[src/design/gks_pkg.sv]
// ----------------------------------------------------------------------------
// gks_pkg: shared types, constants and table builder
// Point word layout, sequencer states, pipeline tags and the exp(-y) entry
// function used to fill the kernel table at elaboration.
// ----------------------------------------------------------------------------
package gks_pkg;

  localparam int GKS_MAX_POINTS     = 64;
  localparam int GKS_EXP_TABLE_SIZE = 1024;

  localparam int REG_KERNEL_GAIN = 0;
  localparam int REG_INV_SIGMA   = 1;

  typedef struct packed {
    logic signed [31:0] px;
    logic signed [31:0] py;
    logic signed [31:0] pz;
    logic signed [31:0] wx;
    logic signed [31:0] wy;
    logic signed [31:0] wz;
  } gks_point_t;

  typedef struct packed {
    logic signed [31:0] px;
    logic signed [31:0] py;
    logic signed [31:0] pz;
  } gks_pos_t;

  typedef struct packed {
    logic valid;
    logic first;
    logic last;
    logic fin;
  } gks_tag_t;

  typedef enum logic [1:0] {
    ST_LOAD,
    ST_RUN,
    ST_DRAIN
  } gks_state_t;

  // exp(-16y), y in Q2.30, Taylor series then four squarings; Q1.16 result
  function automatic logic [16:0] gks_exp_entry(input logic [63:0] y);
    logic [63:0] term;
    logic [63:0] sum;
    logic [63:0] prod;
    term = 64'd1 << 30;
    sum  = 64'd1 << 30;
    for (int n = 1; n <= 15; n++) begin
      prod = term * y;
      term = (prod >> 30) / 64'(n);
      if ((n % 2) == 1) begin
        sum = (sum >= term) ? sum - term : 64'd0;
      end else begin
        sum = sum + term;
      end
    end
    for (int s = 0; s < 4; s++) begin
      prod = sum * sum;
      sum  = (prod + (64'd1 << 29)) >> 30;
    end
    prod = (sum + (64'd1 << 13)) >> 14;
    return prod[16:0];
  endfunction

endpackage

[src/design/gks_cell.sv]
// ----------------------------------------------------------------------------
// gks_cell: one point slot of the rotating store
// Takes a loaded word when its slot is addressed, otherwise on a shift moves the ring
// one place toward the head, wrapping at the last occupied slot.
// ----------------------------------------------------------------------------
module gks_cell
  import gks_pkg::*;
#(
  parameter int IDX = 0,
  parameter int IW  = 6
) (
  input  logic          clk,
  input  logic          load,
  input  logic [IW-1:0] slot,
  input  gks_point_t    load_word,
  input  logic          shift,
  input  logic [IW-1:0] last_slot,
  input  gks_point_t    nbr,
  input  gks_point_t    head,
  output gks_point_t    word
);

  logic hit;
  logic wrap;

  assign hit  = load && (slot == IW'(IDX));
  assign wrap = (last_slot == IW'(IDX));

  always_ff @(posedge clk) begin
    if (hit) begin
      word <= load_word;
    end else if (shift) begin
      word <= wrap ? head : nbr;
    end
  end

endmodule

[config.mk]
export PLATFORM = sky130hd
export DESIGN_NAME = gks_cell
export DESIGN_NICKNAME = d
export VERILOG_FILES = /design/src/design/gks_pkg.sv /design/src/design/gks_cell.sv
export SDC_FILE = /design/constraint.sdc
export NUM_CORES = 1
export LEC_CHECK = 0
export ABC_AREA = 1
export ABC_CLOCK_PERIOD_IN_PS = 16000
export BUFFER_PORTS_ARGS = -buffer_cell sky130_fd_sc_hd__buf_2
export CAP_MARGIN = 20
export CELL_PAD_IN_SITES_DETAIL_PLACEMENT = 0
export CELL_PAD_IN_SITES_GLOBAL_PLACEMENT = 1
export CORE_AREA = 2 2 304 306
export DETAILED_ROUTE_END_ITERATION = 8
export DIE_AREA = 0 0 306 308
export PLACE_DENSITY_LB_ADDON = 0.1
export SYNTH_ARGS = -nofsm -noshare
export SYNTH_HDL_FRONTEND = slang
export SYNTH_SLANG_ARGS = --single-unit
[constraint.sdc]
create_clock -name clk -period 16 [get_ports clk]
set_clock_uncertainty 0.05 [all_clocks]
set_input_delay 0.8 -clock clk [delete_from_list [all_inputs] [get_ports clk]]
set_output_delay 0.8 -clock clk [all_outputs]
set_load 0.03 [all_outputs]
==> impl_metrics.json, run 1 <==
{
  "outcome": "finished, final reports clean",
  "io_pins": 783,
  "cts_hold_buf": 0,
  "crit_path_start_kind": "input pin",
  "cp-end-kind": "register",
  "async_flop_share_pct": 0,
  "postSynthCellCount": 1702,
  "drive_gt1_share_pct": 35.1,
  "drv_cap": 0,
  "syn2layout_area_growth_pct": 43.9,
  "die_y_um": 308,
  "syn-num-nets": 2293,
  "netlist.area_leader.share_pct": 45.7,
  "hold_viol_final": 0,
  "p_leak_nw": 9.79,
  "cts_resized": 0,
  "top_register": "word",
  "num_rows": 111,
  "cts_setup_buffers": 0,
  "fin_crit_ps": 4160,
  "clockBufferDepth": 2,
  "rsz0062_at_grt": "false",
  "clock_sinks": 192,
  "synth_edf_count": 192,
  "timing.final.crit_share_pct": 26.0,
  "dieArea_mm2": 0.0942,
  "synth_common_cells": "389 x nand2_1, 388 x inv_1, 385 x nand3_1",
  "htreeDepth": 4,
  "largest_register_ffs": 192,
  "cp.arrival_ps": 4260,
  "synth-main-ff-cell": "edfxtp_1",
  "hold_class": "in -> reg",
  "ys_seq_area_share_pct": 45.7,
  "finalWirelength_mm": 82.2,
  "yosys.area.top_type": "edfxtp_1",
  "fin_hold_ws_ps": 517,
  "grt_pass1_vias": 14907,
  "gp_congestion": 0.803,
  "cp_max_fo": 84,
  "max-slew-margin-rel_pct": 20.9,
  "fin_nets": 2966,
  "wl_per_cell_um": 22.9,
  "grt_overflow_total": 0,
  "syn_area_per_cell_um2": 7.41,
  "setup_tns_ps": 0,
  "vias_per_cell": 4.13,
  "drtAntennaViolNets": 0,
  "cts_tree": "yes",
  "dpl.hpwl_mm": 58.2,
  "netlist_top_cells_area": "edfxtp_1 46%, nand3_1 15%, nand2_1 12%",
  "syn-cell-area_mm2": 0.0126,
  "cts_root_buf": "clkbuf_16",
  "design.core.area_mm2": 0.0910,
  "synth_warnings": 0,
  "yosysMostFrequentCell": "nand2_1",
  "setup_violations": 0,
  "fmax_mhz": 241,
  "power_density_mw_per_mm2": 80.8,
  "clk_pin_slew_ps": 90,
  "path_class": "in -> reg",
  "grt_pass1_wl_mm": 114,
  "max_slew.worst_pin.slew_ps": 1190,
  "vias": 14810,
  "slew_viol_final": 0,
  "floorplan.initialDensity_pct": 13.9,
  "numCtsBuffers": 17,
  "grt_max_degree": 137,
  "portBuffers": 782,
  "synth_seq_cells": 192,
  "drc": 0,
  "drtIter0Drc": 1048,
  "die_w_um": 306,
  "synthDistinctLibCells": 15,
  "ir_drop_mv": 0.0870,
  "crit_required_ps": 16110,
  "antenna_found_initial": 55,
  "dr.pass1.iters": 5,
  "grt_use_total_pct": 16.9,
  "reg_top3": "word: 192 flops"
}
## cell families (layout without fill, tap and decap cells)
kind of cell	after synthesis	count (layout)	share of synthesized area [%]
buf+inv	535	1221	17.4
other cells	0	15	0
simple gates	975	975	36.8
flops	192	192	45.7
## through the flow
step / utilization (%) / power, W / setup slack (ps) / area, µm² / instances
2_1_floorplan: - / 0.000812 / 9880 / 12600 / 1702
3_3_place_gp: 19.2 / 0.000987 / 11040 / 17500 / 3542
3_5_place_dp: 19.2 / 0.000985 / 11150 / 17500 / 3542
4_1_cts: 19.9 / 0.00150 / 11740 / 18100 / 3574
5_1_grt: 19.9 / 0.00153 / 11550 / 18100 / 3582
6_report: 19.9 / 0.00147 / 11840 / 18100 / 3589
## final timing paths
path                           from       end  slack [ps]  cells after the start
worst max-delay path           load  word[65]       11840                      7
worst min-delay path  load_word[32]  word[32]         520                      3
## layout by cell type, fill, tap and decap left out, drive strengths merged, types with 3 or more instances in the layout
cell type and count:
clkinv 4, nand4 192, clkbuf 17, inv 393
edfxtp 192, clkinvlp 3, diode 15, nor2 7
nand2 389, bufinv 3, buf 801, nand3 385
## report_power, final
part / internal [W] / switching, W
combinational: 0.000110 / 0.000242
sequential: 0.000603 / 0.0000119
clock: 0.000248 / 0.000252
total: 0.000961 / 0.000506
## metal layers
metal  vias to the layer above  part of all wire [%]  global-route usage (%)
met5                         -                  0.23                       0
met4                        30                   1.6                    4.22
met3                       102                   7.1                    5.22
met2                       573                    52                    30.6
met1                      7173                    39                    19.2
li1                       6932                     -                       -
## critical path, cell delays in order
cell and delay, ps:
buf_6 610, nand2_1 130, nor2_1 220, nand2_4 320
nand2_4 590, buf_4 680, buf_4 730
## area by class of cell
class | count | area, µm²
well taps | 1186 | 1480
clock inverters | 15 | 181
repair buffers | 801 | 4110
fillers | 10562 | 72800
flip-flops and latches | 192 | 5770
multi-input cells | 975 | 4680
clock buffers | 17 | 425
diodes | 15 | 37.5
inverters | 388 | 1460
Note: power is estimated with default switching activity, not from simulation.
==> run 2, diff against run 1 <==
--- a/config.mk
+++ b/config.mk
@@ -6,14 +6,14 @@
 export NUM_CORES = 1
 export LEC_CHECK = 0
 export ABC_AREA = 1
-export ABC_CLOCK_PERIOD_IN_PS = 16000
+export ABC_CLOCK_PERIOD_IN_PS = 3700
 export BUFFER_PORTS_ARGS = -buffer_cell sky130_fd_sc_hd__buf_2
 export CAP_MARGIN = 20
 export CELL_PAD_IN_SITES_DETAIL_PLACEMENT = 0
 export CELL_PAD_IN_SITES_GLOBAL_PLACEMENT = 1
-export CORE_AREA = 2 2 304 306
+export CORE_AREA = 2 2 303 305
 export DETAILED_ROUTE_END_ITERATION = 8
-export DIE_AREA = 0 0 306 308
+export DIE_AREA = 0 0 305 307
 export PLACE_DENSITY_LB_ADDON = 0.1
 export SYNTH_ARGS = -nofsm -noshare
 export SYNTH_HDL_FRONTEND = slang
==> constraint.sdc (replaced) <==
create_clock -name clk -period 3.7 [get_ports clk]
set_clock_uncertainty 0.05 [all_clocks]
set_input_delay 0.185 -clock clk [delete_from_list [all_inputs] [get_ports clk]]
set_output_delay 0.185 -clock clk [all_outputs]
set_load 0.03 [all_outputs]
==> impl_metrics.json, run 2 (same netlist as run 1, synthesis figures left out) <==
{
  "outcome": "finished, final reports clean",
  "dr.pass1.iters": 7,
  "floorplan.initialDensity_pct": 13.9,
  "die_w_um": 305,
  "cp-end-kind": "register",
  "antenna_found_initial": 36,
  "drv_cap": 0,
  "reg_top3": "word: 192 flops",
  "pre_cts_ws_ps": 1270,
  "worst-path-buf-inv": 4,
  "cts_setup_buffers": 0,
  "grt_use_total_pct": 16.8,
  "cts_root_buf": "clkbuf_16",
  "hp-start": "nbr[102]",
  "finalWirelength_mm": 80.8,
  "grt_overflow_total": 0,
  "drc": 0,
  "htreeDepth": 4,
  "final_common_cell": "buf_2",
  "slew_viol_final": 0,
  "setup_tns_ps": 0,
  "num_rows": 111,
  "fmax_mhz": 388,
  "fin_nets": 3342,
  "hold_viol_final": 0,
  "grt_max_degree": 115,
  "crit_path_start_kind": "input pin",
  "critPathMaxStageDelay_ps": 560,
  "io_pins": 783,
  "vias_per_cell": 4.08,
  "min_to": "word[102]",
  "final_cell_mix": "781 x buf_2, 388 x inv_1, 387 x nand2_1, 384 x nand3_1, 368 x dlygate4sd3_1",
  "setup_violations": 0,
  "cp_slowest_cell": "dlygate4sd3_1",
  "cp_max_fo": 102,
  "hold_class": "in -> reg",
  "drive_gt1_share_pct": 30.6,
  "crit_family": "buffers and inverters",
  "syn2layout_area_growth_pct": 74.2,
  "wl_per_cell_um": 20.4,
  "max-slew-margin-rel_pct": 43.3,
  "multi_input_area_mm2": 0.00469,
  "power_density_mw_per_mm2": 302,
  "crit_top_cell": "dlygate4sd3_1",
  "dpl.hpwl_mm": 57.3,
  "seqCellArea_mm2": 0.00577,
  "fin_crit_ps": 2580,
  "drtAntennaViolNets": 0,
  "numCtsBuffers": 17,
  "timing.final.crit_share_pct": 69.7,
  "largest_register_ffs": 192,
  "utilization_pct": 24.2,
  "drtIter0Drc": 1016,
  "clk_pin_slew_ps": 90,
  "crit_chain": "buf_2 > nor3_1 > nand2_4 > buf_12 > nand3_1 > dlygate4sd3_1 > nand2_1 > dlygate4sd3_1",
  "place_area_mm2": 0.0176,
  "top_register": "word",
  "portBuffers": 782,
  "grt_pass1_wl_mm": 115,
  "path_class": "in -> reg",
  "max_slew.worst_pin.slew_ps": 851,
  "timing.final.ws_setup_ps": 1120,
  "fin_hold_ws_ps": 47.2,
  "dieArea_mm2": 0.0936,
  "clockBufferDepth": 2,
  "holdPathStages": 5,
  "cts_tree": "yes",
  "design.core.area_mm2": 0.0907,
  "grt_pass1_vias": 16643,
  "clock_sinks": 192,
  "die_y_um": 307,
  "cts_resized": 0,
  "p_leak_nw": 11.4,
  "cp.arrival_ps": 2780,
  "ir_drop_mv": 0.346,
  "crit_required_ps": 3910,
  "fin_area_mm2": 0.0220,
  "fill_cells": 10419,
  "rsz0062_at_grt": "false",
  "vias": 16184,
  "gp_congestion": 0.816
}
run 2: tightest hold or removal path, cell delays in order:
cell and delay, ps:
buf_2 80, inv_1 30, nand2_1 50, nand3_1 80, nand2_1 70
run 2: per-layer routing:
metal | share of wire [%] | GRT usage (%) | routed length [µm]
met4 | 2.4 | 5.60 | 1920
met5 | 0.24 | 0 | 198
met1 | 40 | 19.3 | 32300
met2 | 51 | 29.7 | 41100
met3 | 6.7 | 4.91 | 5380
run 2: power breakdown:
part	switching [W]	total, W	leakage (nW)	internal (W)
sequential	0.0000522	0.00266	1.88	0.00261
clock	0.00109	0.00211	0.286	0.00102
combinational	0.00110	0.00186	9.22	0.000762
run 2: worst max path at each step:
| stage | startpoint | endpoint | slack [ps] | cells past startpoint |
|---|---|---|---|---|
| detailed placement | slot[0] | word[141] | 1270 | 5 |
| global route | slot[0] | word[153] | 1070 | 8 |
| global placement | slot[0] | word[141] | 1270 | 5 |
| CTS | slot[0] | word[153] | 1150 | 8 |
| floorplan | slot[0] | word[0] | 110 | 5 |
| finish | slot[0] | word[153] | 1120 | 8 |
run 2: final cells by class:
type / count / area share [%]
diodes: 20 / 0.228
clock buffers: 17 / 1.94
clock inverters: 15 / 0.792
inverters: 388 / 6.63
multi-input cells: 975 / 21.4
flip-flops and latches: 192 / 26.2
well taps: 1186 / 6.76
repair buffers: 1177 / 36.1
run 2: what timing repair did:
action,4_1_cts,5_1_grt
endpoints found under the setup margin,0,0
endpoints found under the hold margin,192,0
hold buffers,368,0
run 2: through the flow:
step,std cells,power (W)
floorplan,1702,0.00350
global placement,3550,0.00427
detailed placement,3550,0.00425
CTS,3950,0.00677
global route,3964,0.00695
finish,3970,0.00663
==> run 3, diff against run 2 <==
--- a/config.mk
+++ b/config.mk
@@ -5,15 +5,15 @@
 export SDC_FILE = /design/constraint.sdc
 export NUM_CORES = 1
 export LEC_CHECK = 0
-export ABC_AREA = 1
-export ABC_CLOCK_PERIOD_IN_PS = 3700
+export ABC_AREA = 0
+export ABC_CLOCK_PERIOD_IN_PS = 2300
 export BUFFER_PORTS_ARGS = -buffer_cell sky130_fd_sc_hd__buf_2
 export CAP_MARGIN = 20
 export CELL_PAD_IN_SITES_DETAIL_PLACEMENT = 0
 export CELL_PAD_IN_SITES_GLOBAL_PLACEMENT = 1
-export CORE_AREA = 2 2 303 305
+export CORE_AREA = 2 2 309 311
 export DETAILED_ROUTE_END_ITERATION = 8
-export DIE_AREA = 0 0 305 307
+export DIE_AREA = 0 0 311 313
 export PLACE_DENSITY_LB_ADDON = 0.1
 export SYNTH_ARGS = -nofsm -noshare
 export SYNTH_HDL_FRONTEND = slang
==> constraint.sdc (replaced) <==
create_clock -name clk -period 2.3 [get_ports clk]
set_clock_uncertainty 0.05 [all_clocks]
set_input_delay 0.115 -clock clk [delete_from_list [all_inputs] [get_ports clk]]
set_output_delay 0.115 -clock clk [all_outputs]
set_load 0.03 [all_outputs]
==> impl_metrics.json, run 3 <==
{
  "outcome": "finished, final reports clean",
  "fin_cells": 3488,
  "crit_path_start_kind": "input pin",
  "clockBufferDepth": 2,
  "yosys.area.top_type": "edfxtp_1",
  "dpl.hpwl_mm": 56.6,
  "syn-num-nets": 1709,
  "finalWirelength_mm": 77.4,
  "fin_area_mm2": 0.0206,
  "slew_viol_final": 0,
  "cts_setup_buffers": 0,
  "portBuffers": 782,
  "design.core.area_mm2": 0.0942,
  "grt_pass1_vias": 15069,
  "grt_max_degree": 106,
  "max-slew-margin-rel_pct": 49.0,
  "ys_seq_area_share_pct": 54.4,
  "critPathCapture": "word[40]",
  "grt_overflow_total": 0,
  "clock_sinks": 192,
  "vias_per_cell": 4.07,
  "critPathMaxStageDelay_ps": 590,
  "ir_drop_mv": 0.478,
  "synth_warnings": 0,
  "place_area_mm2": 0.0162,
  "max_slew.worst_pin.slew_ps": 765,
  "drc": 0,
  "numCtsBuffers": 17,
  "crit_family": "buffers and inverters",
  "cp_max_fo": 71,
  "netlist_top_cells_area": "edfxtp_1 54%, a31oi_1 11%, nand3_1 9.1%",
  "synth_common_cells": "192 x a31oi_1, 192 x edfxtp_1, 192 x nand3_1, 192 x nor3_1, 192 x o21ai_0",
  "cts_hold_buf": 376,
  "holdPathStages": 3,
  "final_cell_mix": "782 x buf_2, 376 x dlygate4sd3_1",
  "syn2layout_area_growth_pct": 94.0,
  "path_class": "in -> reg",
  "worst-path-stages": 7,
  "clk_pin_slew_ps": 80,
  "dp.cells": 3070,
  "htreeDepth": 4,
  "power_density_mw_per_mm2": 514,
  "final_common_cell": "buf_2",
  "largest_register_ffs": 192,
  "rsz0062_at_grt": "false",
  "p_leak_nw": 7.87,
  "crit_required_ps": 2630,
  "setup_violations": 0,
  "die_y_um": 313,
  "drv_cap": 0,
  "antenna_found_initial": 15,
  "grt_use_total_pct": 15.4,
  "syn_area_per_cell_um2": 9.49,
  "syn-cell-area_mm2": 0.0106,
  "cp_slowest_cell": "or4b_4",
  "pre_cts_ws_ps": 147,
  "async_flop_share_pct": 0,
  "fill_cells": 10680,
  "utilization_pct": 21.9,
  "cp.arrival_ps": 2460,
  "hold_class": "in -> reg",
  "dr.pass1.iters": 7,
  "synthDistinctLibCells": 16,
  "dieArea_mm2": 0.0973,
  "cts_root_buf": "clkbuf_16",
  "worst-path-buf-inv": 4,
  "cts_resized": 0,
  "timing.final.crit_share_pct": 92.7,
  "hold_viol_final": 0,
  "fin_crit_ps": 2130,
  "synth_seq_cells": 192,
  "drtAntennaViolNets": 0,
  "floorplan.initialDensity_pct": 11.3,
  "cts_tree": "yes",
  "top_register": "word",
  "synth-main-ff-cell": "edfxtp_1",
  "vias": 14207,
  "cp-end-kind": "register",
  "fin_nets": 2791,
  "setup_tns_ps": 0,
  "synth_edf_count": 192,
  "grt_pass1_wl_mm": 110,
  "reg_top3": "word: 192 flops",
  "wl_per_cell_um": 22.2,
  "netlist.area_leader.share_pct": 54.4,
  "cp-startpoint": "slot[5]",
  "drtIter0Drc": 941,
  "drive_gt1_share_pct": 39.5,
  "io_pins": 783,
  "num_rows": 113,
  "fmax_mhz": 469,
  "postSynthCellCount": 1118,
  "timing.final.ws_setup_ps": 169,
  "die_w_um": 311,
  "crit_chain": "buf_2 > or4b_4 > or2_4 > buf_12 > buf_4 > a31oi_1 > dlygate4sd3_1",
  "gp_congestion": 0.811
}
## run 3: changes by cell type after synthesis, moves of 11 or more
| cell | previous run | this run |
|---|---|---|
| nand4_1 | 192 | 0 |
| clkbuf_1 | 65 | 129 |
| nor3_1 | 1 | 192 |
| o21ai_0 | 0 | 192 |
| a31oi_1 | 0 | 192 |
| buf_4 | 11 | 0 |
| nand3_1 | 385 | 192 |
| inv_1 | 388 | 0 |
| buf_2 | 60 | 0 |
| nand2_1 | 389 | 0 |
## run 3: worst min path at each step
| stage | from | end | slack, ps |
|---|---|---|---|
| 6_report | nbr[159] | word[159] | 60 |
| 5_1_grt | nbr[159] | word[159] | 20 |
| 4_1_cts | nbr[159] | word[159] | 10 |
| 3_5_place_dp | load_word[26] | word[26] | 420 |
| 3_3_place_gp | load_word[133] | word[133] | 420 |
| 2_1_floorplan | load_word[100] | word[100] | 330 |
## run 3: where the power goes
group | internal, W | switching (W)
clock | 0.00182 | 0.00163
sequential | 0.00419 | 0.0000951
combinational | 0.00122 | 0.00162
## run 3: logic make-up (layout without fill, tap and decap cells)
group / Yosys count / in the layout / share of synthesized area, %
AO/OA/AOI/OAI: 384 / 384 / 20.4
buffers and inverters: 150 / 1244 / 6.65
flip-flops: 192 / 192 / 54.4
other: 0 / 11 / 0
AND/OR/NAND/NOR: 392 / 392 / 18.6
## run 3: layout make-up
class / count / area (µm²) / area share [%]
clock buffer: 18 / 429 / 2.09
sequential: 192 / 5770 / 28.0
antenna: 11 / 27.5 / 0.134
timing repair buffer: 1213 / 8420 / 40.9
multi-input combinational: 776 / 4180 / 20.3
tap: 1265 / 1580 / 7.69
clock inverter: 13 / 184 / 0.894
## run 3: routing by layer
metal | vias to the layer above | share of wire [%] | global-route usage [%]
met3 | 51 | 5.2 | 3.40
met2 | 515 | 54 | 28.5
met1 | 7070 | 39 | 17.8
met5 | - | 0.021 | 0
li1 | 6569 | - | -
met4 | 2 | 1.6 | 4.46
## run 3: per-stage QoR
stage                     hold slack (ps)  power, W
after floorplan                       325   0.00543
after CTS                            12.3    0.0108
final                                58.3    0.0106
after detailed placement              422   0.00670
after global placement                416   0.00673
after global routing                 22.6    0.0111
